--- config.mk ---
export PLATFORM = sky130hd
export DESIGN_NAME = mmpd_queue
export DESIGN_NICKNAME = d
export VERILOG_FILES = /design/src/rtl/mmpd_pkg.sv /design/src/rtl/mmpd_queue.sv
export SDC_FILE = /design/constraint.sdc
export NUM_CORES = 1
export LEC_CHECK = 0
export ABC_AREA = 1
export BUFFER_PORTS_ARGS = -buffer_cell sky130_fd_sc_hd__buf_2
export CAP_MARGIN = 20
export CORE_MARGIN = 8
export CORE_UTILIZATION = 55
export CTS_CLUSTER_DIAMETER = 80
export CTS_CLUSTER_SIZE = 40
export DETAILED_ROUTE_END_ITERATION = 6
export PLACE_DENSITY = 0.79
export SYNTH_ARGS = -nofsm -noshare
export SYNTH_HDL_FRONTEND = slang
export SYNTH_SLANG_ARGS = --single-unit
--- constraint.sdc ---
create_clock -name clk_i -period 5.6 [get_ports clk_i]
set_input_delay 0.28 -clock clk_i [delete_from_list [all_inputs] [get_ports clk_i]]
set_output_delay 0.28 -clock clk_i [all_outputs]
set_load 0.03 [all_outputs]
--- src/rtl/mmpd_pkg.sv ---
// Shared types and constants of the min/max plot decimator.
package mmpd_pkg;

  // APB data and address widths
  localparam int unsigned APB_DW = 32;
  localparam int unsigned APB_AW = 5;

  // Depth of the vertex record queue and width of its counters
  localparam int unsigned QUEUE_DEPTH = 8;
  localparam int unsigned QUEUE_AW    = 3;
  localparam int unsigned QUEUE_CW    = 4;

  // Configuration register indexes (byte address is 4 * index)
  typedef enum logic [2:0] {
    REG_LEFT_EDGE   = 3'd0,
    REG_BOTTOM_EDGE = 3'd1,
    REG_TIME_START  = 3'd2,
    REG_TIME_SCALE  = 3'd3,
    REG_VALUE_LOW   = 3'd4,
    REG_VALUE_SCALE = 3'd5
  } reg_idx_e;

  // One input sample
  typedef struct packed {
    logic [31:0]        sample_time;
    logic signed [23:0] sample_value;
    logic               line_end;
  } sample_t;

  // One polyline vertex
  typedef struct packed {
    logic [14:0]        point_x;
    logic signed [15:0] point_y;
    logic               run_last;
    logic               line_done;
  } point_t;

  // Configuration register contents
  typedef struct packed {
    logic [14:0]        left_edge;
    logic [14:0]        bottom_edge;
    logic [31:0]        time_start;
    logic [31:0]        time_scale;
    logic signed [23:0] value_low;
    logic [31:0]        value_scale;
  } cfg_t;

  // Vertices that one sample causes, emitted from bit 0 upwards
  typedef struct packed {
    logic fin;
    logic cur;
    logic prev;
    logic max;
    logic min;
  } vert_mask_t;

  // Classified sample: everything the back end needs to emit its vertices
  typedef struct packed {
    logic [14:0]        col;
    logic signed [15:0] min_row;
    logic signed [15:0] max_row;
    logic signed [15:0] prev_row;
    logic [14:0]        new_x;
    logic signed [15:0] new_y;
    vert_mask_t         mask;
  } rec_t;

endpackage

--- src/rtl/mmpd_queue.sv ---
// Record queue that decouples the classifier from the vertex emitter.
module mmpd_queue (
  input  logic           clk_i,
  input  logic           rst_ni,
  input  logic           wr_i,
  input  mmpd_pkg::rec_t wr_rec_i,
  input  logic           rd_i,
  output logic           rd_valid_o,
  output mmpd_pkg::rec_t rd_rec_o
);

  mmpd_pkg::rec_t                mem_q [mmpd_pkg::QUEUE_DEPTH];
  logic [mmpd_pkg::QUEUE_AW-1:0] wr_ptr_q, rd_ptr_q;
  logic [mmpd_pkg::QUEUE_CW-1:0] cnt_q;

  assign rd_valid_o = (cnt_q != '0);
  assign rd_rec_o   = mem_q[rd_ptr_q];

  // Store a record at the write pointer
  always_ff @(posedge clk_i) begin
    if (wr_i) mem_q[wr_ptr_q] <= wr_rec_i;
  end

  // Advance the pointers and track the fill level
  always_ff @(posedge clk_i or negedge rst_ni) begin
    if (!rst_ni) begin
      wr_ptr_q <= '0;
      rd_ptr_q <= '0;
      cnt_q    <= '0;
    end else begin
      if (wr_i) wr_ptr_q <= wr_ptr_q + mmpd_pkg::QUEUE_AW'(1);
      if (rd_i) rd_ptr_q <= rd_ptr_q + mmpd_pkg::QUEUE_AW'(1);
      if (wr_i && !rd_i)      cnt_q <= cnt_q + mmpd_pkg::QUEUE_CW'(1);
      else if (rd_i && !wr_i) cnt_q <= cnt_q - mmpd_pkg::QUEUE_CW'(1);
    end
  end

endmodule

[After elaboration in Yosys (flattened, before gate mapping)]
Memory sizes are Yosys's and may differ from the RTL's.
Index checks and enable logic that the tools add are counted.
Storage, ports and cells
  bits in registers: 10
  memory bits (writable): 792
  bits of input ports: 103
  output and inout port bits: 100
  word-level logic and storage cells: 18
  memories kept: 1
Operators by class
  $add $sub $neg: 4
  multiplexer cells: 4
  reduce and logical (&&, ||, !) cells: 6
Memory list
  mem_q: words 8, width 99, read ports 1, clocked after Yosys merged registers in 0, write ports 1, RTL line mmpd_queue.sv:12  | mmpd_pkg::rec_t mem_q [mmpd_pkg::QUEUE_DEPTH];
Operators by type and width (count)
  two-way mux 4 bit: 2
  adder 3 x 1 -> 3 bit (second input constant): 2
  adder 4 x 1 -> 4 bit (second input constant): 1
  nonzero test 4 bit: 1
  subtractor 4 x 1 -> 4 bit (second input constant): 1
  logical AND 1 bit: 2
  logical NOT 1 bit: 2
  two-way mux 1 bit: 2
  nonzero test 2 bit: 1

[Logic depth before layout (Yosys ltp)]
  depth after elaboration: 4
  gate-level depth with buffers: 10
  mapped depth without buffers: 10

[Least setup slack after synthesis]
Ideal clock, no wire load.
  path kind: reg-to-reg
  start point: register wr_ptr_q[0] (netlist name)
  end point: memory mem_q[0][0] (netlist name) (enable)
  setup time: 558 ps
  arrival time: 4856 ps
  data required time: 5042 ps
  setup slack: 187 ps
  stages on the path, launching flop included: 3
  path buffers: 0
  clock period less this slack: 5413 ps
  cell sequence: dfrtp_1 > or2_2 > nor2_1
RTL lines
  start, declared: RTL line mmpd_queue.sv:13  | logic [mmpd_pkg::QUEUE_AW-1:0] wr_ptr_q, rd_ptr_q;
  start signal, assigned: RTL line mmpd_queue.sv:31  | if (wr_i) wr_ptr_q <= wr_ptr_q + mmpd_pkg::QUEUE_AW'(1);
  end, declared: RTL line mmpd_queue.sv:12
Straight into the memory's write port.

==> out/qor.csv <==
metric;value;unit
status;finished clean;
timing.setup.tns;0;ps
h-tree-depth;2;
maxSlewHeadroom;25.8;%
leakage;16.7;nW
netlist_instances;3494;
p_seq_share;39.8;%
drcViolationCount;0;
skew;24.4;ps
globalRouteTotalUtil;20.3;%
cts.hold.buffers_added;102;
n_fill_cell;4948;
fin_area;0.0385;mm2
peakVddDrop;0.342;mV
antenna_found_initial;6;
grt_pass1_wl;114000;um
die_x;267;um
nNetsFinal;3830;
port_buffers;202;
grt_overflow;0;
critical_path_arrival;3380;ps
clk_latency;580;ps
syn_avg_cell_area;9.91;um2
period_minus_slack;3660;ps
die_h;267;um
die_area;0.0713;mm2
grt_pass1_vias;21400;
cts_sinks;802;
wirelength;73200;um
switchingPower;8.12;mW
core_area;0.0626;mm2
io_pins;203;
routedWlPerCell;15.9;um
post-route-util;61.5;%
fmax;273;MHz
synth_seq_cells;802;
final_common_cell;nand2_1;
dp_hpwl;39400;um
dp.cells;4425;
place.gp.congestion;0.760;
ys_seq_area_share;69.4;%
dpl-instance-area;0.0361;mm2
p_clk_share;17.5;%
cts.clk_slew.worst_paths;120;ps
grt_setup_unrepaired;false;
cts_setup_buffers;0;
clockBufferDepth;3;
tightest_slew;1110;ps
start_kind;flip-flop;
cts_resized;0;
synth_top_area_share;68.7;%
stdcell_count;4600;
synth.distinct_cells;18;
cts_buffers;36;
synth.cell_area;0.0346;mm2
layout-drive-gt1-share;8.41;%
via_per_inst;4.89;
criticalPathCategory;flip-flop to output pin;
finalCritPeriodShare;65.3;%
setup_viol;0;
routed-via-count;22500;
drt_iter0_drc;2205;
rows;92;
syn2layout_area_growth;11.1;%
hold_slack;110;ps
yosysTopAreaCell;edfxtp_1;
p_comb_share;42.7;%
hold_violations;0;
hold_class;input pin to asynchronous set/reset pin;
mostFrequentLayoutCells;nand2_1, nor2_1, edfxtp_1;
grt_max_degree;165;
cts-root-buf;clkbuf_16;
worstPathMaxFanout;97;
synth_fp_nets;3603;
drt_pass1_iterations;7;
cap_violations;0;
yosys_warnings;0;
final_max_slew_viol_count;0;
internal_power;10.8;mW
start_util;55.3;%
sw_frac_of_total;42.8;%
crit_required;5320;ps
endpoint_kind;output pin;
synth_area_leaders;edfxtp_1, nand2_1, nor2_1;
cts_tree;built;
powerDensity;492;mW/mm2
drtAntennaViolNets;0;
## metrics by stage
| step | power [mW] | worst slack, ps |
|---|---|---|
| 3_5_place_dp | 15.7 | 2610 |
| 4_1_cts | 19.1 | 1930 |
| 3_3_place_gp | 15.5 | 2660 |
| 6_report | 19.0 | 1940 |
| 5_1_grt | 20.2 | 1800 |
| 2_1_floorplan | 13.8 | 187 |
## per-layer routing
metal  up-vias  GRT usage, %  part of all wire (%)
met3       113          2.91                   5.9
li1      11300             -                     -
met5         -             0                 0.014
met2       599          34.9                    49
met4         2          5.98                   2.3
met1     10500          26.8                    42
## sequential cells by signal, indices dropped and copies added (netlist names)
register,cells
wr_ptr_q,3
rd_ptr_q,3
cnt_q,4
mem_q,792
## final timing paths
kind,start,endpoint,slack [ps],cells after the start
min in group clk_i,wr_rec_i[69],mem_q[2][69],480,2
max reg2reg,wr_ptr_q[0],mem_q[6][43],2860,3
min,rst_ni,cnt_q[0],110,2
min reg2reg,cnt_q[2],cnt_q[2],540,2
max in group asynchronous,rst_ni,rd_ptr_q[0],5200,2
max,rd_ptr_q[1],rd_rec_o[23],1940,8
## area by class of cell
cell class | instances | area (um2) | area share [%]
Inverter | 408 | 1540 | 4.00
Clock buffer | 40 | 947 | 2.46
Timing Repair Buffer | 341 | 2400 | 6.25
Clock inverter | 23 | 317 | 0.822
Sequential cell | 802 | 24000 | 62.5
Tap cell | 846 | 1060 | 2.75
Antenna cell | 8 | 20.0 | 0.0520
Multi-Input combinational cell | 2132 | 8160 | 21.2
## cell usage after synthesis
cell type     n
buf_1        23
buf_2        78
buf_4         8
buf_6        36
clkbuf_1      7
dfrtp_1      10
edfxtp_1    792
fa_1          1
ha_1          5
inv_1       406
inv_2         2
nand2_1    1312
nand3_1       2
nor2_1      801
o21ai_0       4
or2_2         2
xnor2_1       2
xor2_1        3
## power by group through the flow
stage	combinational, mW	sequential [mW]	clock, mW
3_5_place_dp	7.94	7.78	0
5_1_grt	9.06	7.60	3.57
3_3_place_gp	7.78	7.76	0
6_report	8.10	7.55	3.31
2_1_floorplan	6.19	7.60	0
4_1_cts	8.03	7.64	3.38
## logic make-up (layout without fill, tap and decap cells)
| logic type | count (synthesis) | in the layout | synth area share [%] |
|---|---|---|---|
| AND/OR/NAND/NOR | 2117 | 2117 | 23.0 |
| AO/OA/AOI/OAI | 4 | 4 | 0.0578 |
| flip-flops | 802 | 802 | 69.4 |
| XOR/XNOR | 5 | 5 | 0.126 |
| other | 0 | 8 | 0 |
| buffers and inverters | 560 | 812 | 7.22 |
| adder cells (fa/ha/maj) | 6 | 6 | 0.238 |
## worst max-delay path, stage by stage, from the launching register on
cell and delay, ps:
dfrtp_4 750, inv_6 690, buf_4 540, nor2_1 120, nand2_1 90, nand2_1 60, nand2_1 50, nand2_1 100
buf_2 190
Note: power is estimated with default switching activity, not from simulation.
