[config.mk]
export PLATFORM = sky130hd
export DESIGN_NAME = mmpd_back
export DESIGN_NICKNAME = d
export VERILOG_FILES = /design/src/rtl/mmpd_pkg.sv /design/src/rtl/mmpd_back.sv
export SDC_FILE = /design/constraint.sdc
export NUM_CORES = 1
export LEC_CHECK = 0
export BUFFER_PORTS_ARGS = -buffer_cell sky130_fd_sc_hd__buf_2
export CAP_MARGIN = 20
export CORE_UTILIZATION = 35
export CTS_CLUSTER_DIAMETER = 50
export DETAILED_ROUTE_END_ITERATION = 7
export PLACE_DENSITY = 0.64
export SYNTH_ARGS = -nofsm -noshare
export SYNTH_HDL_FRONTEND = slang
export SYNTH_SLANG_ARGS = --single-unit
[constraint.sdc]
create_clock -name clk_i -period 4.7 [get_ports clk_i]
set_clock_uncertainty 0.1 [all_clocks]
set_input_delay 0.94 -clock clk_i [delete_from_list [all_inputs] [get_ports clk_i]]
set_output_delay 0.94 -clock clk_i [all_outputs]
set_load 0.05 [all_outputs]
[src/rtl/mmpd_pkg.sv]
// Shared types and constants of the min/max plot decimator.
package mmpd_pkg;

  // APB data and address widths
  localparam int unsigned APB_DW = 32;
  localparam int unsigned APB_AW = 5;

  // Depth of the vertex record queue and width of its counters
  localparam int unsigned QUEUE_DEPTH = 8;
  localparam int unsigned QUEUE_AW    = 3;
  localparam int unsigned QUEUE_CW    = 4;

  // Configuration register indexes (byte address is 4 * index)
  typedef enum logic [2:0] {
    REG_LEFT_EDGE   = 3'd0,
    REG_BOTTOM_EDGE = 3'd1,
    REG_TIME_START  = 3'd2,
    REG_TIME_SCALE  = 3'd3,
    REG_VALUE_LOW   = 3'd4,
    REG_VALUE_SCALE = 3'd5
  } reg_idx_e;

  // One input sample
  typedef struct packed {
    logic [31:0]        sample_time;
    logic signed [23:0] sample_value;
    logic               line_end;
  } sample_t;

  // One polyline vertex
  typedef struct packed {
    logic [14:0]        point_x;
    logic signed [15:0] point_y;
    logic               run_last;
    logic               line_done;
  } point_t;

  // Configuration register contents
  typedef struct packed {
    logic [14:0]        left_edge;
    logic [14:0]        bottom_edge;
    logic [31:0]        time_start;
    logic [31:0]        time_scale;
    logic signed [23:0] value_low;
    logic [31:0]        value_scale;
  } cfg_t;

  // Vertices that one sample causes, emitted from bit 0 upwards
  typedef struct packed {
    logic fin;
    logic cur;
    logic prev;
    logic max;
    logic min;
  } vert_mask_t;

  // Classified sample: everything the back end needs to emit its vertices
  typedef struct packed {
    logic [14:0]        col;
    logic signed [15:0] min_row;
    logic signed [15:0] max_row;
    logic signed [15:0] prev_row;
    logic [14:0]        new_x;
    logic signed [15:0] new_y;
    vert_mask_t         mask;
  } rec_t;

endpackage

[src/rtl/mmpd_back.sv]
// Back end: expands each record into its vertices, one per transaction.
module mmpd_back (
  input  logic            clk_i,
  input  logic            rst_ni,
  input  logic            q_valid_i,
  input  mmpd_pkg::rec_t  q_rec_i,
  output logic            q_pop_o,
  output logic            empty,
  input  logic            pop,
  output mmpd_pkg::point_t point_o
);

  mmpd_pkg::rec_t rec_q;
  logic [4:0]     left_q, left_d;
  logic [4:0]     first;
  logic           single;
  mmpd_pkg::vert_mask_t sel;

  assign empty  = (left_q == '0);
  assign first  = left_q & (~left_q + 5'd1);
  assign single = ((left_q & (left_q - 5'd1)) == '0);
  assign sel    = mmpd_pkg::vert_mask_t'(first);

  // Load the next record when idle or when the last vertex leaves
  assign q_pop_o = q_valid_i && (empty || (pop && single));

  always_comb begin
    left_d = left_q;
    if (pop && !empty) left_d = left_q & ~first;
    if (q_pop_o)       left_d = q_rec_i.mask;
  end

  always_ff @(posedge clk_i or negedge rst_ni) begin
    if (!rst_ni) left_q <= '0;
    else         left_q <= left_d;
  end

  always_ff @(posedge clk_i) begin
    if (q_pop_o) rec_q <= q_rec_i;
  end

  // Drive the oldest pending vertex
  always_comb begin
    point_o.point_x   = (sel.cur || sel.fin) ? rec_q.new_x : rec_q.col;
    point_o.point_y   = rec_q.new_y;
    if (sel.min)       point_o.point_y = rec_q.min_row;
    else if (sel.max)  point_o.point_y = rec_q.max_row;
    else if (sel.prev) point_o.point_y = rec_q.prev_row;
    point_o.run_last  = single;
    point_o.line_done = sel.fin;
  end

endmodule

Yosys cells after proc, flatten, opt, wreduce, memory -nomap -nowiden:

Index checks and enable logic that the tools add are counted.

* register bits: 99
* input bits: 103
* word-level logic and storage cells: 29

* add/subtract/negate cells: 2
* muxes and demuxes: 6
* bitwise gates (word level): 5
* reduce and logical (&&, ||, !) cells: 9

Operator list (count)
* $mux W16: 3
* $and A5 B5 Y5: 3
* $mux W15: 1
* $logic_not A5 Y1: 2
* $mux W5: 2
* $not A5 Y5: 2
* $add A5 B1 Y5 const B: 1
* $sub A5 B1 Y5 const B: 1
* $logic_and A1 B1 Y1: 3
* $logic_or A1 B1 Y1: 2
* $reduce_bool A2 Y1: 1
* $logic_not A1 Y1: 1

Depth between registers and ports, before layout:

Gate-level depths: netlist of the first run.

* depth in word-level cells: 7
* mapped depth: 6

Worst setup path before layout of the first run:

No wires, ideal clock.

* kind: input -> output
* start: input port q_valid_i
* end: output port q_pop_o
* data arrival time: 3.904 ns
* data required time: 3.660 ns
* path slack: -0.244 ns
* cell stages on the path: 2
* buffers on the path: 0
* cells stage by stage: nand3_1 > o21ai_2

* cells in the longest elaborated chain, start to end: 1

RTL lines
* start, declared: RTL line mmpd_back.sv:5 `input logic q_valid_i,`
* $logic_and A1 B1 Y1: RTL line mmpd_back.sv:25 `assign q_pop_o = q_valid_i && (empty || (pop && single));`
* end, declared: RTL line mmpd_back.sv:7 `output logic q_pop_o,`

No other way between the ends.

==> flow_summary.json, run 1 <==
{
  "avgSynthCellArea_um2": 17.4,
  "fin_cells": 500,
  "reg2reg_slack_ns": 1.87,
  "initial_utilization_pct": 36.7,
  "hold_ws_ns": 0.271,
  "firstDrtPassIters": 4,
  "slowest_stage": "dfrtp_1",
  "ys_seq_area_share_pct": 76.8,
  "nNetsFinal": 462,
  "hold_viol_final": 0,
  "drcViolationCount": 0,
  "clk_pin_slew_ns": 0.09,
  "holdCritPathClass": "in2async",
  "use_met2_pct": 25.9,
  "synth_fp_nets": 324,
  "rows": 37,
  "cts_buffer_depth": 2,
  "powerDensity_mw_per_mm2": 762,
  "place_hpwl_mm": 5.58,
  "cts_setup_buffers": 0,
  "r2r_start": "left_q[1]",
  "drtIter0Drc": 65,
  "fillers": 957,
  "max_cap_viol_count": 0,
  "syn_area_mm2": 0.00384,
  "dpl.cell_count": 483,
  "synth_compound_area_share_pct": 10.4,
  "cts_tree": "yes",
  "busiest_layer": "met2",
  "crit_family": "flip-flops",
  "crit_required_ns": 3.66,
  "cp_max_fo": 24,
  "die_area_mm2": 0.0114,
  "synth-seq-cells": 99,
  "grt_pass1_vias": 2422,
  "numPortBuffers": 137,
  "yosysTopAreaCell": "edfxtp_1",
  "finalCritPeriodShare_pct": 77.1,
  "tns_ns": 0,
  "fp.dieH_um": 107,
  "io_pins": 138,
  "synthCells": 221,
  "tightest_slew_ns": 0.722,
  "clk_latency_ns": 0.37,
  "crit_type": "reg2out",
  "antenna_found_initial": 0,
  "cpPeakStageDelay_ns": 0.54,
  "synth-edff-count": 94,
  "drive_gt1_share_pct": 48.6,
  "postCtsHoldBufs": 0,
  "slew_headroom_pct": 51.8,
  "yosysUniqueCellTypes": 33,
  "r2r_cells": 6,
  "synth_xor_area_share_pct": 0,
  "cp-end-kind": "output port",
  "grt_remaining_overflow": 0,
  "drt-wirelength-per-cell_um": 16.0,
  "fin_crit_ns": 3.63,
  "setup.worst_path.start": "left_q[1]",
  "fmax_mhz": 276,
  "synth_simple_gate_area_share_pct": 4.86,
  "cts-resized-gates": 0,
  "final_common_cell": "buf_2",
  "h-tree-depth": 3,
  "vias": 2387,
  "drv_slew": 0,
  "crit_end": "point_o[19]",
  "critical_path_arrival_ns": 2.59,
  "rsz0062_at_grt": "no",
  "worst-path-buf-inv": 2,
  "die_w_um": 107,
  "status": "finished clean",
  "path_cells": "buf_4, nor3_4, o21a_4, mux2_2, buf_2",
  "met3_usage_pct": 4.56,
  "core_area_mm2": 0.0105,
  "gp_congestion": 0.716,
  "met1_usage_pct": 17.6,
  "wirelength_mm": 8.01,
  "cts.sinks": 99,
  "setup_violations": 0,
  "numCtsBuffers": 9,
  "yosys-top-cells-area": "edfxtp_1 (74%), mux2_4 (3.9%), a22oi_1 (3.5%), dfrtp_1 (3.3%), o21ai_0 (2.2%)",
  "synth_top_area_share_pct": 73.5,
  "ctsRootBufferMaster": "clkbuf_8",
  "synth_mux_area_share_pct": 5.38,
  "synth_top_family_by_area": "compound AO/OA/AOI/OAI gates",
  "leakage_nw": 1.88,
  "total_power_mw": 3.68,
  "max-vdd-ir-drop_uv": 397,
  "synthArstFlopShare_pct": 5.05,
  "grt_usage_pct": 15.0,
  "path_depth": 5,
  "crit_path_start_kind": "flop",
  "antenna_cells": 0,
  "drtAntennaViolNets": 0,
  "via_per_inst": 4.77,
  "yosys_warnings": 0,
  "layout_common_cells": "buf_2 (137), edfxtp_1 (94), a22oi_1 (18), o21ai_0 (17), a21oi_1 (15)",
  "area_delta_synth_final_pct": 25.9,
  "grt_max_degree": 99,
  "ys.flop_type": "edfxtp_1",
  "synthAdderAreaFrac_pct": 0,
  "grt_pass1_wl_mm": 12.4,
  "reg2reg_to": "rec_q[62]"
}
-- cells in the mapped netlist, types with 2 or more instances --
cell type / count
a211oi_1: 2
a21oi_1: 15
a22o_1: 2
a22oi_1: 18
buf_2: 2
buf_4: 2
buf_6: 2
clkbuf_1: 6
dfrtp_1: 5
edfxtp_1: 94
mux2_2: 5
mux2_4: 10
nand2_1: 7
nor2_1: 6
nor3b_1: 11
o21ai_0: 17
-- state kept, by name, indices dropped and copies added, names as in the netlist --
register and cells:
left_q 5, rec_q 94
-- worst min-delay path by stage --
stage                          from         to  cells after the start
after floorplan           left_q[3]  left_q[3]                      1
after global placement    left_q[3]  left_q[3]                      1
after detailed placement  left_q[3]  left_q[3]                      1
after CTS                    rst_ni  left_q[4]                      1
after global routing         rst_ni  left_q[4]                      1
final                        rst_ni  left_q[0]                      1
-- metrics by stage --
stage                     utilization (%)  cell area (µm²)  worst slack (ns)
after floorplan                         -             3850             0.794
after global placement               44.3             4630              1.49
after detailed placement             44.3             4630              1.44
after CTS                            46.0             4810              1.01
after global routing                 46.2             4830             0.901
final                                46.2             4830              1.07
-- metal layers --
| layer | part of all wire (%) | vias to the layer above |
|---|---|---|
| met2 | 53 | 87 |
| li1 | - | 1141 |
| met5 | 0 | - |
| met4 | 1.6 | 0 |
| met3 | 6.0 | 9 |
| met1 | 40 | 1150 |
-- cells by family (layout without fill, tap and decap cells) --
logic type | after synthesis | count (layout)
buf+inv | 15 | 158
flops | 99 | 99
mux | 15 | 15
simple gates | 30 | 30
compound gates | 62 | 62
-- where the power goes --
group	switching, mW	internal [mW]
registers	0.115	1.30
logic	1.29	0.478
clock network	0.305	0.201
total	1.71	1.98
-- final cells by class --
| class | instances | area, µm² | share of cell area, % |
|---|---|---|---|
| sequential | 99 | 2950 | 61.0 |
| timing repair buffer | 141 | 728 | 15.1 |
| multi-input combinational | 107 | 801 | 16.6 |
| clock buffer | 9 | 124 | 2.56 |
| tap | 136 | 170 | 3.52 |
| clock inverter | 7 | 60.1 | 1.24 |
| inverter | 1 | 3.75 | 0.0776 |
Note: power is estimated with default switching activity, not from simulation.
==> inputs of run 2 (changes only) <==
- PLACE_DENSITY: 0.64 -> 0.62
- clock period: 4.7 -> 3.5 ns (I/O delays scaled with it)
==> run 2 against run 1 <==
Against the previous run:
- routed wire length decreased by 3.5%
- die area unchanged
- setup slack got worse by 0.60 ns
- sequential share of layout area down 0.75 points
- core utilization grew 0.57 points
- largest cell class unchanged
- global-route usage decreased by 1.1 points
- combinational power increased by 37%
==> flow_summary.json, run 2 (synthesized netlist as in run 1, its figures left out) <==
{
  "clkPwrFrac_pct": 15.8,
  "via_per_inst": 4.73,
  "crit_required_ns": 2.70,
  "clk_pin_slew_ns": 0.09,
  "cp_common_cell": "buf_4",
  "p_sw_mw": 2.28,
  "crit_family": "buffers and inverters",
  "slew_headroom_pct": 61.9,
  "cpPeakStageDelay_ns": 0.39,
  "grt_pass1_wl_mm": 12.0,
  "swShare_pct": 44.8,
  "reg2reg_slack_ns": 1.16,
  "fp.dieH_um": 107,
  "io_pins": 138,
  "cts_tree": "yes",
  "max_cap_viol_count": 0,
  "rsz0062_at_grt": "no",
  "area_delta_synth_final_pct": 27.5,
  "reg2reg_to": "rec_q[69]",
  "drt-wirelength-per-cell_um": 15.4,
  "antenna_cells": 0,
  "powerDensity_mw_per_mm2": 1040,
  "cts_setup_buffers": 0,
  "nNetsFinal": 465,
  "hold_viol_final": 0,
  "wirelength_mm": 7.73,
  "place_hpwl_mm": 5.42,
  "initial_utilization_pct": 36.7,
  "drv_slew": 0,
  "drive_gt1_share_pct": 48.8,
  "numPortBuffers": 137,
  "top_register": "rec_q",
  "drtAntennaViolNets": 0,
  "largest_reg_flops": 94,
  "fin_crit_ns": 3.03,
  "slowest_stage": "dfrtp_1",
  "cp_max_fo": 18,
  "crit_type": "reg2out",
  "grt_max_degree": 99,
  "rows": 37,
  "h-tree-depth": 3,
  "layout_common_cells": "buf_2 (137), edfxtp_1 (94), a22oi_1 (18), o21ai_0 (17), a21oi_1 (15)",
  "vias": 2379,
  "largestRegisters": "rec_q: 94 flops, left_q: 5 flops",
  "gp_congestion": 0.679,
  "tightest_slew_ns": 0.571,
  "status": "finished clean",
  "final_common_cell": "buf_2",
  "fmax_mhz": 330,
  "path_cells": "buf_4, nor3_4, buf_4, o21a_4, mux2_2, buf_2",
  "holdCritPathClass": "in2async",
  "antenna_found_initial": 0,
  "tns_ns": 0,
  "clk_latency_ns": 0.35,
  "grt_pass1_vias": 2482,
  "grt_usage_pct": 13.9,
  "grt_remaining_overflow": 0,
  "leakage_nw": 1.91,
  "worst-path-buf-inv": 3,
  "die_w_um": 107,
  "fin_cells": 503,
  "numCtsBuffers": 9,
  "r2r_start": "left_q[1]",
  "r2r_cells": 5,
  "drcViolationCount": 0,
  "firstDrtPassIters": 4,
  "cts_buffer_depth": 2,
  "cts.sinks": 99,
  "ctsRootBufferMaster": "clkbuf_8",
  "power.internal_mw": 2.81,
  "postCtsHoldBufs": 0,
  "cp-end-kind": "output port",
  "core_area_mm2": 0.0105,
  "critical_path_arrival_ns": 2.23,
  "max-vdd-ir-drop_uv": 829,
  "die_area_mm2": 0.0114,
  "dpl.cell_count": 487,
  "cts-resized-gates": 0,
  "finalCritPeriodShare_pct": 86.6,
  "drtIter0Drc": 126,
  "setup_violations": 0,
  "comb_power_share_pct": 47.6,
  "seqPwrFrac_pct": 36.6,
  "crit_path_start_kind": "flop"
}
[run 2: cell types whose count changed in the layout (fill, tap and decap cells not counted), sizes merged]
cell,before,now
buf,141,144
clkinv,3,2
bufinv,0,2
inv,4,3
[run 2: through the flow]
step	instance area, µm²	hold slack [ns]	utilization [%]	power, mW	setup WS (ns)
2_1_floorplan	3850	0.304	-	3.85	0.0179
3_3_place_gp	4670	0.424	44.7	4.32	0.881
3_5_place_dp	4670	0.422	44.7	4.36	0.819
4_1_cts	4890	0.0231	46.8	5.17	0.408
5_1_grt	4890	0.0247	46.8	5.37	0.320
6_report	4890	0.0476	46.8	5.10	0.470
[run 2: worst max-delay path by stage]
stage              start  cells past startpoint           to
2_1_floorplan  left_q[2]                      4      q_pop_o
3_3_place_gp   left_q[0]                      6  point_o[18]
3_5_place_dp   left_q[0]                      6  point_o[20]
4_1_cts        left_q[0]                      6  point_o[20]
5_1_grt        left_q[0]                      6  point_o[20]
6_report       left_q[0]                      6  point_o[20]
[run 2: area by class of cell]
| cell class | count | area [µm²] |
|---|---|---|
| Clock buffer | 9 | 124 |
| Clock inverter | 7 | 97.6 |
| Fill cell | 964 | 5570 |
| Inverter | 1 | 3.75 |
| Multi-Input combinational cell | 107 | 801 |
| Sequential cell | 99 | 2950 |
| Tap cell | 136 | 170 |
| Timing Repair Buffer | 144 | 751 |
[run 2: power by group through the flow]
| stage | Sequential (mW) | Combinational [mW] | Clock (mW) |
|---|---|---|---|
| CTS | 1.87 | 2.47 | 0.830 |
| finish | 1.87 | 2.43 | 0.803 |
| floorplan | 1.87 | 1.98 | 0 |
| global placement | 1.88 | 2.44 | 0 |
| detailed placement | 1.90 | 2.46 | 0 |
| global route | 1.90 | 2.59 | 0.881 |
[run 2: routing by layer]
layer / up-vias / GRT usage (%) / wire, µm
li1: 1148 / - / -
met1: 1138 / 16.3 / 3090
met2: 84 / 24.4 / 4020
met3: 9 / 3.34 / 510
met4: 0 / 5.77 / 103
met5: - / 0 / 0
