<file path="config.mk">
export PLATFORM = sky130hd
export DESIGN_NAME = mmpd_regs
export DESIGN_NICKNAME = d
export VERILOG_FILES = /design/src/rtl/mmpd_pkg.sv /design/src/rtl/mmpd_regs.sv
export SDC_FILE = /design/constraint.sdc
export NUM_CORES = 1
export LEC_CHECK = 0
export BUFFER_PORTS_ARGS = -buffer_cell sky130_fd_sc_hd__clkbuf_2
export CAP_MARGIN = 10
export CORE_MARGIN = 8
export CORE_UTILIZATION = 35
export CTS_CLUSTER_DIAMETER = 40
export DETAILED_ROUTE_END_ITERATION = 8
export RECOVER_POWER = 100
export REMOVE_ABC_BUFFERS = 1
export SYNTH_ARGS = -nofsm -noshare
export SYNTH_HDL_FRONTEND = slang
export SYNTH_SLANG_ARGS = --single-unit
</file>
<file path="constraint.sdc">
create_clock -name clk_i -period 2.1 [get_ports clk_i]
set_input_delay 0.42 -clock clk_i [delete_from_list [all_inputs] [get_ports clk_i]]
set_output_delay 0.42 -clock clk_i [all_outputs]
set_load 0.01 [all_outputs]
</file>
<file path="src/rtl/mmpd_pkg.sv">
// Shared types and constants of the min/max plot decimator.
package mmpd_pkg;

  // APB data and address widths
  localparam int unsigned APB_DW = 32;
  localparam int unsigned APB_AW = 5;

  // Depth of the vertex record queue and width of its counters
  localparam int unsigned QUEUE_DEPTH = 8;
  localparam int unsigned QUEUE_AW    = 3;
  localparam int unsigned QUEUE_CW    = 4;

  // Configuration register indexes (byte address is 4 * index)
  typedef enum logic [2:0] {
    REG_LEFT_EDGE   = 3'd0,
    REG_BOTTOM_EDGE = 3'd1,
    REG_TIME_START  = 3'd2,
    REG_TIME_SCALE  = 3'd3,
    REG_VALUE_LOW   = 3'd4,
    REG_VALUE_SCALE = 3'd5
  } reg_idx_e;

  // One input sample
  typedef struct packed {
    logic [31:0]        sample_time;
    logic signed [23:0] sample_value;
    logic               line_end;
  } sample_t;

  // One polyline vertex
  typedef struct packed {
    logic [14:0]        point_x;
    logic signed [15:0] point_y;
    logic               run_last;
    logic               line_done;
  } point_t;

  // Configuration register contents
  typedef struct packed {
    logic [14:0]        left_edge;
    logic [14:0]        bottom_edge;
    logic [31:0]        time_start;
    logic [31:0]        time_scale;
    logic signed [23:0] value_low;
    logic [31:0]        value_scale;
  } cfg_t;

  // Vertices that one sample causes, emitted from bit 0 upwards
  typedef struct packed {
    logic fin;
    logic cur;
    logic prev;
    logic max;
    logic min;
  } vert_mask_t;

  // Classified sample: everything the back end needs to emit its vertices
  typedef struct packed {
    logic [14:0]        col;
    logic signed [15:0] min_row;
    logic signed [15:0] max_row;
    logic signed [15:0] prev_row;
    logic [14:0]        new_x;
    logic signed [15:0] new_y;
    vert_mask_t         mask;
  } rec_t;

endpackage

</file>
<file path="src/rtl/mmpd_regs.sv">
// APB configuration registers of the min/max plot decimator.
module mmpd_regs (
  input  logic                        clk_i,
  input  logic                        rst_ni,
  input  logic                        psel,
  input  logic                        penable,
  input  logic                        pwrite,
  input  logic [mmpd_pkg::APB_AW-1:0] paddr,
  input  logic [mmpd_pkg::APB_DW-1:0] pwdata,
  output logic [mmpd_pkg::APB_DW-1:0] prdata,
  output logic                        pready,
  output mmpd_pkg::cfg_t              cfg_o
);

  mmpd_pkg::cfg_t      cfg_q;
  mmpd_pkg::reg_idx_e  idx;
  logic                wr_en;

  assign idx    = mmpd_pkg::reg_idx_e'(paddr[mmpd_pkg::APB_AW-1:2]);
  assign wr_en  = psel && penable && pwrite;
  assign pready = 1'b1;
  assign cfg_o  = cfg_q;

  // Write a register at the access phase of a write transaction
  always_ff @(posedge clk_i or negedge rst_ni) begin
    if (!rst_ni) begin
      cfg_q.left_edge   <= 15'd0;
      cfg_q.bottom_edge <= 15'd0;
      cfg_q.time_start  <= 32'd0;
      cfg_q.time_scale  <= 32'd65536;
      cfg_q.value_low   <= 24'sd0;
      cfg_q.value_scale <= 32'd65536;
    end else if (wr_en) begin
      unique case (idx)
        mmpd_pkg::REG_LEFT_EDGE:   cfg_q.left_edge   <= pwdata[14:0];
        mmpd_pkg::REG_BOTTOM_EDGE: cfg_q.bottom_edge <= pwdata[14:0];
        mmpd_pkg::REG_TIME_START:  cfg_q.time_start  <= pwdata;
        mmpd_pkg::REG_TIME_SCALE:  cfg_q.time_scale  <= pwdata;
        mmpd_pkg::REG_VALUE_LOW:   cfg_q.value_low   <= pwdata[23:0];
        mmpd_pkg::REG_VALUE_SCALE: cfg_q.value_scale <= pwdata;
        default: ;
      endcase
    end
  end

  // Return the addressed register, sign-extending the signed one
  always_comb begin
    unique case (idx)
      mmpd_pkg::REG_LEFT_EDGE:   prdata = {17'd0, cfg_q.left_edge};
      mmpd_pkg::REG_BOTTOM_EDGE: prdata = {17'd0, cfg_q.bottom_edge};
      mmpd_pkg::REG_TIME_START:  prdata = cfg_q.time_start;
      mmpd_pkg::REG_TIME_SCALE:  prdata = cfg_q.time_scale;
      mmpd_pkg::REG_VALUE_LOW:   prdata = {{8{cfg_q.value_low[23]}}, cfg_q.value_low};
      mmpd_pkg::REG_VALUE_SCALE: prdata = cfg_q.value_scale;
      default:                   prdata = '0;
    endcase
  end

endmodule

</file>
## After elaboration in Yosys (flattened, before gate mapping)

Cells that the tools add are included.

- Register bits after elaboration: 150
- Latch bits: 0
- RAM bits: 0
- Bits in read-only memories: 0
- Output and inout bits: 183
- Logic and storage cells: 21
- Memories: 0

- Add/sub/neg operators: 0
- Multiply operators: 0
- Div/mod/pow operators: 0
- Order comparisons: 0
- Equal/unequal tests: 5
- Shift operators: 0
- Multiplexer cells: 1
- Bitwise operators: 0
- Reduce and logical (&&, ||, !) cells: 9

Operators with widths:

| kind | number |
|---|---|
| 32-bit one-hot mux with 6 select lines | 1 |
| 2-bit AND reduction | 6 |
| 3-bit by 2-bit equality test with 1-bit output (second input constant) | 2 |
| 3-bit equality test (second input constant) | 2 |
| 3-bit by 1-bit equality test with 1-bit output (second input constant) | 1 |
| 3-bit zero test | 1 |
| 1-bit logical AND | 2 |

## Longest topological paths before layout

Gate-level depths: netlist of the first run.

- Depth after elaboration: 3
- Mapped depth: 6

## Worst setup path after synthesis of the first run

OpenSTA, ideal clock, no wires.

- Path type: input to output
- Start: input port paddr[2] (netlist bit)
- End: output port prdata[12] (netlist bit)
- Arrival time: 1.571 ns
- Setup slack: 0.109 ns
- Cell stages on the path: 6
- Path buffers: 3
- Cells stage by stage: buf_6 buf_2 buf_2 mux2i_1 nor2_1 a311o_1

- Longest elaborated chain between the ends: 2
- Elaborated cells on any way between the ends: 7
- Classes of those cells: eq/ne (5); mux (1); reduce/logical (1)

Ends and longest elaborated chain:

| what | RTL line | source |
|---|---|---|
| start: declaration | mmpd_regs.sv:8 | `input logic [mmpd_pkg::APB_AW-1:0] paddr,` |
| 3-bit equality test, or another cell as far along | mmpd_regs.sv:48 | `unique case (idx)` |
| 32-bit one-hot mux with 6 select lines (*) | mmpd_regs.sv:48 |  |
| end: declaration | mmpd_regs.sv:10 | `output logic [mmpd_pkg::APB_DW-1:0] prdata,` |

Every way passes the cells marked *; elsewhere a longest branch is shown, timed or not.

## Worst setup path after layout of the first run

- Start: input port paddr[4] (netlist bit)
- End: output port prdata[0] (netlist bit)

The elaborated chain is that of the path after synthesis.

==> results of run 1 <==
## worst max-delay path, delay by kind of cell
| kind | cells | cell delay [ns] |
|---|---|---|
| simple gates | 2 | 0.65 |
| compound gates | 1 | 0.28 |
| buf+inv | 2 | 0.26 |
## stage by stage
step	cells	util, %
final	1012	45.3
after global routing	1012	45.3
after CTS	1012	47.4
after detailed placement	979	44.3
after global placement	979	44.3
after floorplan	453	-
## worst paths after layout
path,endpoint,startpoint,slack (ns)
max,prdata[0],paddr[4],0.07
min,cfg_o[85],pwdata[29],0.26
max reg2reg,cfg_o[141],cfg_o[141],1.26
min reg2reg,cfg_o[85],cfg_o[85],0.51
max in group asynchronous,cfg_o[110],rst_ni,0.34
min in group asynchronous,cfg_o[9],rst_ni,0.72
## timing repair
action                     4_1_cts  5_1_grt
gates cloned                     0        0
resized for setup                1        2
setup endpoints to repair       23        5
hold endpoints to repair        36        0
hold buffers                     1        0
## kinds of logic (layout without fill, tap and decap cells)
kind of cell	Yosys count	in the layout	share of synthesized area, %
other	1	1	0.0547
and+or+nand+nor	39	39	2.85
buffers and inverters	37	295	2.98
AOI/OAI and AO/OA	57	57	5.53
muxes	205	205	33.8
DFF	150	150	54.8
## final cells by class
cell class,count,area [µm²]
tap,265,332
clock buffer,20,457
timing repair buffer,262,1230
clock inverter,12,120
multi-input combinational,302,2860
fill,1882,10600
sequential,150,3760
inverter,1,3.75
## power by group
part           switching [mW]  internal (mW)
clock                    1.20           1.71
sequential              0.472           3.46
combinational            1.11          0.937
## placed cells by master (no fill, tap or decap), drive strengths merged, types with 5 or more instances in the layout
| cell | synthesis | routed |
|---|---|---|
| a21oi | 12 | 12 |
| a221o | 6 | 6 |
| buf | 30 | 25 |
| clkbuf | 6 | 256 |
| clkinv | 1 | 5 |
| dfrtp | 148 | 148 |
| mux2 | 158 | 158 |
| mux2i | 45 | 45 |
| nand2 | 10 | 10 |
| nand3 | 6 | 6 |
| nor2 | 15 | 15 |
| o21ai | 8 | 8 |
| o22ai | 17 | 17 |
## metal layers
| metal | track usage, % | share of wire, % | vias up |
|---|---|---|---|
| li1 | - | - | 2293 |
| met1 | 20.3 | 41 | 2566 |
| met2 | 30.1 | 51 | 157 |
| met3 | 6.57 | 8.0 | 10 |
| met4 | 3.79 | 0.67 | 0 |
| met5 | 0 | 0 | - |
==> flow_results.xml, run 1 <==
<?xml version="1.0" encoding="UTF-8"?>
<metrics>
  <group name="status">
    <metric name="run_status" unit="">finished clean</metric>
  </group>
  <group name="worst_setup_path">
    <metric name="worstPathArrival" unit="ns">1.61</metric>
    <metric name="worst_path_max_delay_cell" unit="">sky130_fd_sc_hd__nor2_1</metric>
    <metric name="reg2reg_depth" unit="">1</metric>
    <metric name="crit_chain" unit="">clkbuf_2 -&gt; nand2b_1 -&gt; nor2_1 -&gt; a221o_1 -&gt; clkbuf_2</metric>
    <metric name="critPathKind" unit="">in2out</metric>
    <metric name="kind_of_launch_point_of_the_worst_setup_path" unit="">input port</metric>
    <metric name="worst_setup_path_end_kind" unit="">output port</metric>
    <metric name="critical_path_required" unit="ns">1.68</metric>
    <metric name="crit_path_max_incr_delay" unit="ns">0.48</metric>
    <metric name="critPathMaxFanout" unit="">6</metric>
    <metric name="library_cell_appearing_most_often_on_the_critical_path" unit="">sky130_fd_sc_hd__clkbuf_2</metric>
  </group>
  <group name="detailed_routing">
    <metric name="detail_route.vias_per_cell" unit="">4.97</metric>
    <metric name="wl" unit="µm">21000</metric>
    <metric name="number_of_detailed_routing_iterations_run_before_antenna_repair" unit="">4</metric>
    <metric name="number_of_design_rule_violations_left_after_detail_routing" unit="">0</metric>
    <metric name="antenna_violating_nets_left" unit="">0</metric>
    <metric name="drc_violation_total_after_the_first_tritonroute_iteration" unit="">241</metric>
    <metric name="vias" unit="">5026</metric>
    <metric name="post_drt_wl_per_cell" unit="µm">20.8</metric>
  </group>
  <group name="layout">
    <metric name="areaGrowthSynthToFinish" unit="%">27.9</metric>
    <metric name="layout-drive-gt1-share" unit="%">35.6</metric>
    <metric name="nets" unit="">776</metric>
    <metric name="number_of_flip_flops_in_the_largest_register" unit="">150</metric>
    <metric name="n_antenna_cell" unit="">0</metric>
    <metric name="design_area" unit="mm²">0.00876</metric>
  </group>
  <group name="global_routing">
    <metric name="grt_overflow_total" unit="">0</metric>
    <metric name="global_route_wire_length_before_repair" unit="µm">32800</metric>
    <metric name="grtUsageTotal" unit="%">17.5</metric>
    <metric name="grt_pass1_vias" unit="">5581</metric>
    <metric name="grt_antenna_before_repair" unit="">0</metric>
    <metric name="grt_max_degree" unit="">50</metric>
  </group>
  <group name="synth">
    <metric name="yosys.area.top_type" unit="">sky130_fd_sc_hd__dfrtp_1</metric>
    <metric name="ys.flop_type" unit="">sky130_fd_sc_hd__dfrtp_1</metric>
    <metric name="synth-warning-count" unit="">0</metric>
    <metric name="most_instantiated_library_cell_after_synthesis" unit="">sky130_fd_sc_hd__dfrtp_1</metric>
    <metric name="synth_cell_area" unit="mm²">0.00685</metric>
    <metric name="post_synth_num_cell_types" unit="">31</metric>
    <metric name="netlist.area_leader.share" unit="%">54.1</metric>
    <metric name="async_flop_share" unit="%">100</metric>
    <metric name="ys_seq_elements" unit="">150</metric>
    <metric name="seq_area_frac_synth" unit="%">54.8</metric>
    <metric name="mean_post_synth_cell_area" unit="µm²">14.0</metric>
    <metric name="synth_area_leaders" unit="">sky130_fd_sc_hd__dfrtp_1 54%, sky130_fd_sc_hd__mux2_2 23%, sky130_fd_sc_hd__mux2i_1 6.6%, sky130_fd_sc_hd__mux2_4 2.2%, sky130_fd_sc_hd__o22ai_1 1.6%</metric>
    <metric name="count_of_flip_flops_with_a_built_in_enable_after_synthesis" unit="">0</metric>
    <metric name="netlist_top_cells_count" unit="">148 x sky130_fd_sc_hd__dfrtp_1, 139 x sky130_fd_sc_hd__mux2_2, 45 x sky130_fd_sc_hd__mux2i_1</metric>
    <metric name="post_synth_inst_count" unit="">489</metric>
  </group>
  <group name="floorplanning">
    <metric name="boundaryPins" unit="">225</metric>
    <metric name="floorplan.core_area" unit="mm²">0.0193</metric>
    <metric name="fp.dieH" unit="µm">156</metric>
    <metric name="floorplan.initialDensity" unit="%">35.4</metric>
    <metric name="overall_die_area" unit="mm²">0.0243</metric>
    <metric name="num_rows" unit="">51</metric>
    <metric name="die_w" unit="µm">156</metric>
  </group>
  <group name="min_path">
    <metric name="hold_path.class" unit="">in2reg</metric>
    <metric name="min_delay_path_depth" unit="">2</metric>
  </group>
  <group name="clock_tree">
    <metric name="worstSkewPairLatency" unit="ns">0.40</metric>
    <metric name="cts-root-to-sink-buffers" unit="">2</metric>
    <metric name="clock_sinks" unit="">150</metric>
    <metric name="cts_setup_buffers" unit="">0</metric>
    <metric name="cts_root_cell" unit="">sky130_fd_sc_hd__clkbuf_16</metric>
    <metric name="clock_tree_from_tritoncts" unit="">yes</metric>
    <metric name="cts.htree.levels" unit="">4</metric>
    <metric name="cts_made_buffers" unit="">17</metric>
    <metric name="clk_pin_slew" unit="ns">0.06</metric>
  </group>
  <group name="power">
    <metric name="leakagePower" unit="nW">3.95</metric>
    <metric name="power.density_cell_area" unit="mW/mm²">1010</metric>
    <metric name="ir_drop" unit="mV">0.547</metric>
    <metric name="power" unit="mW">8.89</metric>
  </group>
  <group name="job">
    <metric name="timing.max_cap.violations" unit="">0</metric>
  </group>
  <group name="timing">
    <metric name="setup-tns-final" unit="ns">0</metric>
    <metric name="fmax" unit="GHz">0.493</metric>
    <metric name="min_period_over_period" unit="%">96.7</metric>
    <metric name="timing.slew.headroom" unit="%">33.3</metric>
    <metric name="worst_slew_pin_slew" unit="ns">1.00</metric>
    <metric name="whs" unit="ns">0.256</metric>
    <metric name="finalWorstPathRequiredPeriod" unit="ns">2.03</metric>
    <metric name="drv_slew" unit="">0</metric>
    <metric name="timing.final.setup_violations" unit="">0</metric>
    <metric name="grt_setup_unrepaired" unit="">false</metric>
    <metric name="finalWorstSetupSlack" unit="ns">0.0699</metric>
    <metric name="finalClockSkew" unit="ns">0</metric>
    <metric name="hold_viol_final" unit="">0</metric>
  </group>
  <group name="placement">
    <metric name="place.detailed.hpwl" unit="µm">15300</metric>
    <metric name="place.port_buffers" unit="">221</metric>
    <metric name="finalWeightedCongestion" unit="">0.788</metric>
    <metric name="place_area" unit="mm²">0.00857</metric>
    <metric name="dpl_worst_slack" unit="ns">-0.0969</metric>
  </group>
</metrics>
Note: power is estimated with default switching activity, not from simulation.
==> inputs of run 2 (changes only) <==
--- a/config.mk
+++ b/config.mk
@@ -8,11 +8,13 @@
 export BUFFER_PORTS_ARGS = -buffer_cell sky130_fd_sc_hd__clkbuf_2
 export CAP_MARGIN = 10
 export CORE_MARGIN = 8
-export CORE_UTILIZATION = 35
+export CORE_UTILIZATION = 51
 export CTS_CLUSTER_DIAMETER = 40
 export DETAILED_ROUTE_END_ITERATION = 8
+export PLACE_DENSITY = 0.8
 export RECOVER_POWER = 100
 export REMOVE_ABC_BUFFERS = 1
 export SYNTH_ARGS = -nofsm -noshare
 export SYNTH_HDL_FRONTEND = slang
 export SYNTH_SLANG_ARGS = --single-unit
+export TNS_END_PERCENT = 1
==> run 2 against run 1 <==
Sequential share of layout area up 0.61 points. Hold slack better by 0.0059 ns. Wire length down 5.0%. Count of clock-buffer cells in the layout down 1. Clock power about the same. Utilization up 20 points. Total power up 0.15%. Register-to-register slack about the same. Via count up 4.0%. Setup slack worse by 0.033 ns. Maximum frequency down 1.6%. Critical endpoint is now prdata[6]. Highest routed layer unchanged.
==> flow_results.xml, run 2 (synthesis results as in run 1) <==
<?xml version="1.0" encoding="UTF-8"?>
<metrics>
  <group name="timing">
    <metric name="drv_slew" unit="">0</metric>
    <metric name="grt_setup_unrepaired" unit="">false</metric>
    <metric name="finalWorstSetupSlack" unit="ns">0.0372</metric>
    <metric name="finalWorstPathRequiredPeriod" unit="ns">2.06</metric>
    <metric name="worst_slew_pin_slew" unit="ns">0.930</metric>
    <metric name="whs" unit="ns">0.261</metric>
    <metric name="timing.final.setup_violations" unit="">0</metric>
    <metric name="fmax" unit="GHz">0.485</metric>
    <metric name="min_period_over_period" unit="%">98.2</metric>
    <metric name="timing.slew.headroom" unit="%">38.0</metric>
    <metric name="finalClockSkew" unit="ns">0</metric>
    <metric name="setup-tns-final" unit="ns">0</metric>
    <metric name="hold_viol_final" unit="">0</metric>
  </group>
  <group name="clock_tree">
    <metric name="cts.htree.levels" unit="">4</metric>
    <metric name="cts_root_cell" unit="">sky130_fd_sc_hd__clkbuf_16</metric>
    <metric name="cts-root-to-sink-buffers" unit="">2</metric>
    <metric name="clock_tree_from_tritoncts" unit="">yes</metric>
    <metric name="clk_pin_slew" unit="ns">0.06</metric>
    <metric name="worstSkewPairLatency" unit="ns">0.42</metric>
    <metric name="cts_made_buffers" unit="">17</metric>
    <metric name="cts_setup_buffers" unit="">0</metric>
    <metric name="clock_sinks" unit="">150</metric>
  </group>
  <group name="worst_setup_path">
    <metric name="library_cell_appearing_most_often_on_the_critical_path" unit="">sky130_fd_sc_hd__clkbuf_2</metric>
    <metric name="crit_path_max_incr_delay" unit="ns">0.36</metric>
    <metric name="critPathKind" unit="">in2out</metric>
    <metric name="worst_path_max_delay_cell" unit="">sky130_fd_sc_hd__a311o_1</metric>
    <metric name="kind_of_launch_point_of_the_worst_setup_path" unit="">input port</metric>
    <metric name="worstPathArrival" unit="ns">1.64</metric>
    <metric name="worst_setup_slack_for_register_to_register_paths" unit="ns">1.26</metric>
    <metric name="worst_setup_path_end_kind" unit="">output port</metric>
    <metric name="critical_path_required" unit="ns">1.68</metric>
    <metric name="critPathMaxFanout" unit="">22</metric>
    <metric name="crit_chain" unit="">clkbuf_2 -&gt; nand2b_1 -&gt; buf_4 -&gt; nor2_1 -&gt; a311o_1 -&gt; clkbuf_2</metric>
  </group>
  <group name="global_routing">
    <metric name="grt_overflow_total" unit="">0</metric>
    <metric name="global_route_wire_length_before_repair" unit="µm">31600</metric>
    <metric name="met1_resource_use_gr" unit="%">27.7</metric>
    <metric name="grt_antenna_before_repair" unit="">0</metric>
    <metric name="grt_pass1_vias" unit="">5627</metric>
    <metric name="met2_usage" unit="%">36.5</metric>
    <metric name="grtUsageTotal" unit="%">23.0</metric>
    <metric name="grt_max_degree" unit="">61</metric>
    <metric name="met3_usage" unit="%">7.96</metric>
    <metric name="global_route.peak_usage_layer" unit="">met2</metric>
  </group>
  <group name="power">
    <metric name="power" unit="mW">8.90</metric>
    <metric name="leakagePower" unit="nW">3.94</metric>
    <metric name="power.density_cell_area" unit="mW/mm²">1030</metric>
    <metric name="ir_drop" unit="mV">0.646</metric>
  </group>
  <group name="detailed_routing">
    <metric name="number_of_design_rule_violations_left_after_detail_routing" unit="">0</metric>
    <metric name="detail_route.vias_per_cell" unit="">5.68</metric>
    <metric name="vias" unit="">5225</metric>
    <metric name="wl" unit="µm">20000</metric>
    <metric name="post_drt_wl_per_cell" unit="µm">21.7</metric>
    <metric name="number_of_detailed_routing_iterations_run_before_antenna_repair" unit="">4</metric>
    <metric name="drc_violation_total_after_the_first_tritonroute_iteration" unit="">176</metric>
    <metric name="antenna_violating_nets_left" unit="">0</metric>
  </group>
  <group name="status">
    <metric name="run_status" unit="">finished clean</metric>
  </group>
  <group name="floorplanning">
    <metric name="num_rows" unit="">42</metric>
    <metric name="die_w" unit="µm">132</metric>
    <metric name="floorplan.core_area" unit="mm²">0.0132</metric>
    <metric name="overall_die_area" unit="mm²">0.0174</metric>
    <metric name="floorplan.initialDensity" unit="%">51.9</metric>
    <metric name="fp.dieH" unit="µm">132</metric>
    <metric name="boundaryPins" unit="">225</metric>
  </group>
  <group name="min_path">
    <metric name="hold_path.class" unit="">in2reg</metric>
  </group>
  <group name="layout">
    <metric name="layout-drive-gt1-share" unit="%">35.2</metric>
    <metric name="final_cell_mix" unit="">178 x sky130_fd_sc_hd__clkbuf_1, 148 x sky130_fd_sc_hd__dfrtp_1, 139 x sky130_fd_sc_hd__mux2_2</metric>
    <metric name="fillerInstances" unit="">1116</metric>
    <metric name="n_antenna_cell" unit="">0</metric>
    <metric name="number_of_flip_flops_in_the_largest_register" unit="">150</metric>
    <metric name="nets" unit="">773</metric>
    <metric name="areaGrowthSynthToFinish" unit="%">26.1</metric>
    <metric name="final_common_cell" unit="">sky130_fd_sc_hd__clkbuf_1</metric>
  </group>
  <group name="job">
    <metric name="timing.max_cap.violations" unit="">0</metric>
  </group>
  <group name="placement">
    <metric name="dpl_worst_slack" unit="ns">-0.0483</metric>
    <metric name="finalWeightedCongestion" unit="">0.813</metric>
    <metric name="place.port_buffers" unit="">221</metric>
    <metric name="place.detailed.hpwl" unit="µm">14400</metric>
  </group>
</metrics>
[run 2: changes by cell type in the layout (fill, tap and decap cells not counted), sizes merged]
cell | before | now
buf | 25 | 21
bufinv | 1 | 2
clkinv | 5 | 7
inv | 3 | 1
[run 2: layout make-up]
class	instances	area [µm²]	area share, %
multi-input cells	302	2880	33.3
repair buffers	259	1220	14.1
clock inverters	13	133	1.54
clock buffers	19	433	5.01
flip-flops and latches	150	3760	43.5
well taps	176	220	2.55
inverters	1	3.75	0.0434
[run 2: routing by layer]
| metal | wire length [µm] | vias up |
|---|---|---|
| met2 | 9700 | 217 |
| met1 | 8330 | 2673 |
| met5 | 0 | - |
| li1 | - | 2298 |
| met4 | 452 | 0 |
| met3 | 1500 | 37 |
[run 2: power by group]
part           internal [mW]  total (mW)  switching, mW
logic                  0.939        2.06           1.12
registers               3.47        3.93          0.467
clock network           1.74        2.91           1.17
[run 2: worst max-delay path, delay by kind of cell]
kind / cells / cell delay, ns
buffers and inverters: 3 / 0.61
AND/OR/NAND/NOR: 2 / 0.25
AO/OA/AOI/OAI: 1 / 0.36
[run 2: repair_timing]
action / 4_1_cts / 5_1_grt
hold buffers: 1 / 0
setup endpoints to repair: 7 / 5
gates resized for setup: 2 / 4
endpoints found under the hold margin: 35 / 0
cloned: 0 / 0
[run 2: worst paths after layout]
path,startpoint,to,depth (start not counted)
min in group asynchronous,rst_ni,cfg_o[100],2
max in group asynchronous,rst_ni,cfg_o[92],3
worst min register to register,cfg_o[59],cfg_o[59],1
worst max-delay path,paddr[3],prdata[6],6
worst max register to register,cfg_o[143],cfg_o[143],1
worst min-delay path,pwdata[25],cfg_o[81],2
[run 2: metrics by stage]
stage | instances | area [µm²] | util [%]
floorplan | 453 | 6650 | -
global placement | 887 | 8480 | 64.3
detailed placement | 887 | 8480 | 64.3
finish | 920 | 8640 | 65.5
CTS | 920 | 9060 | 68.7
global route | 920 | 8640 | 65.5
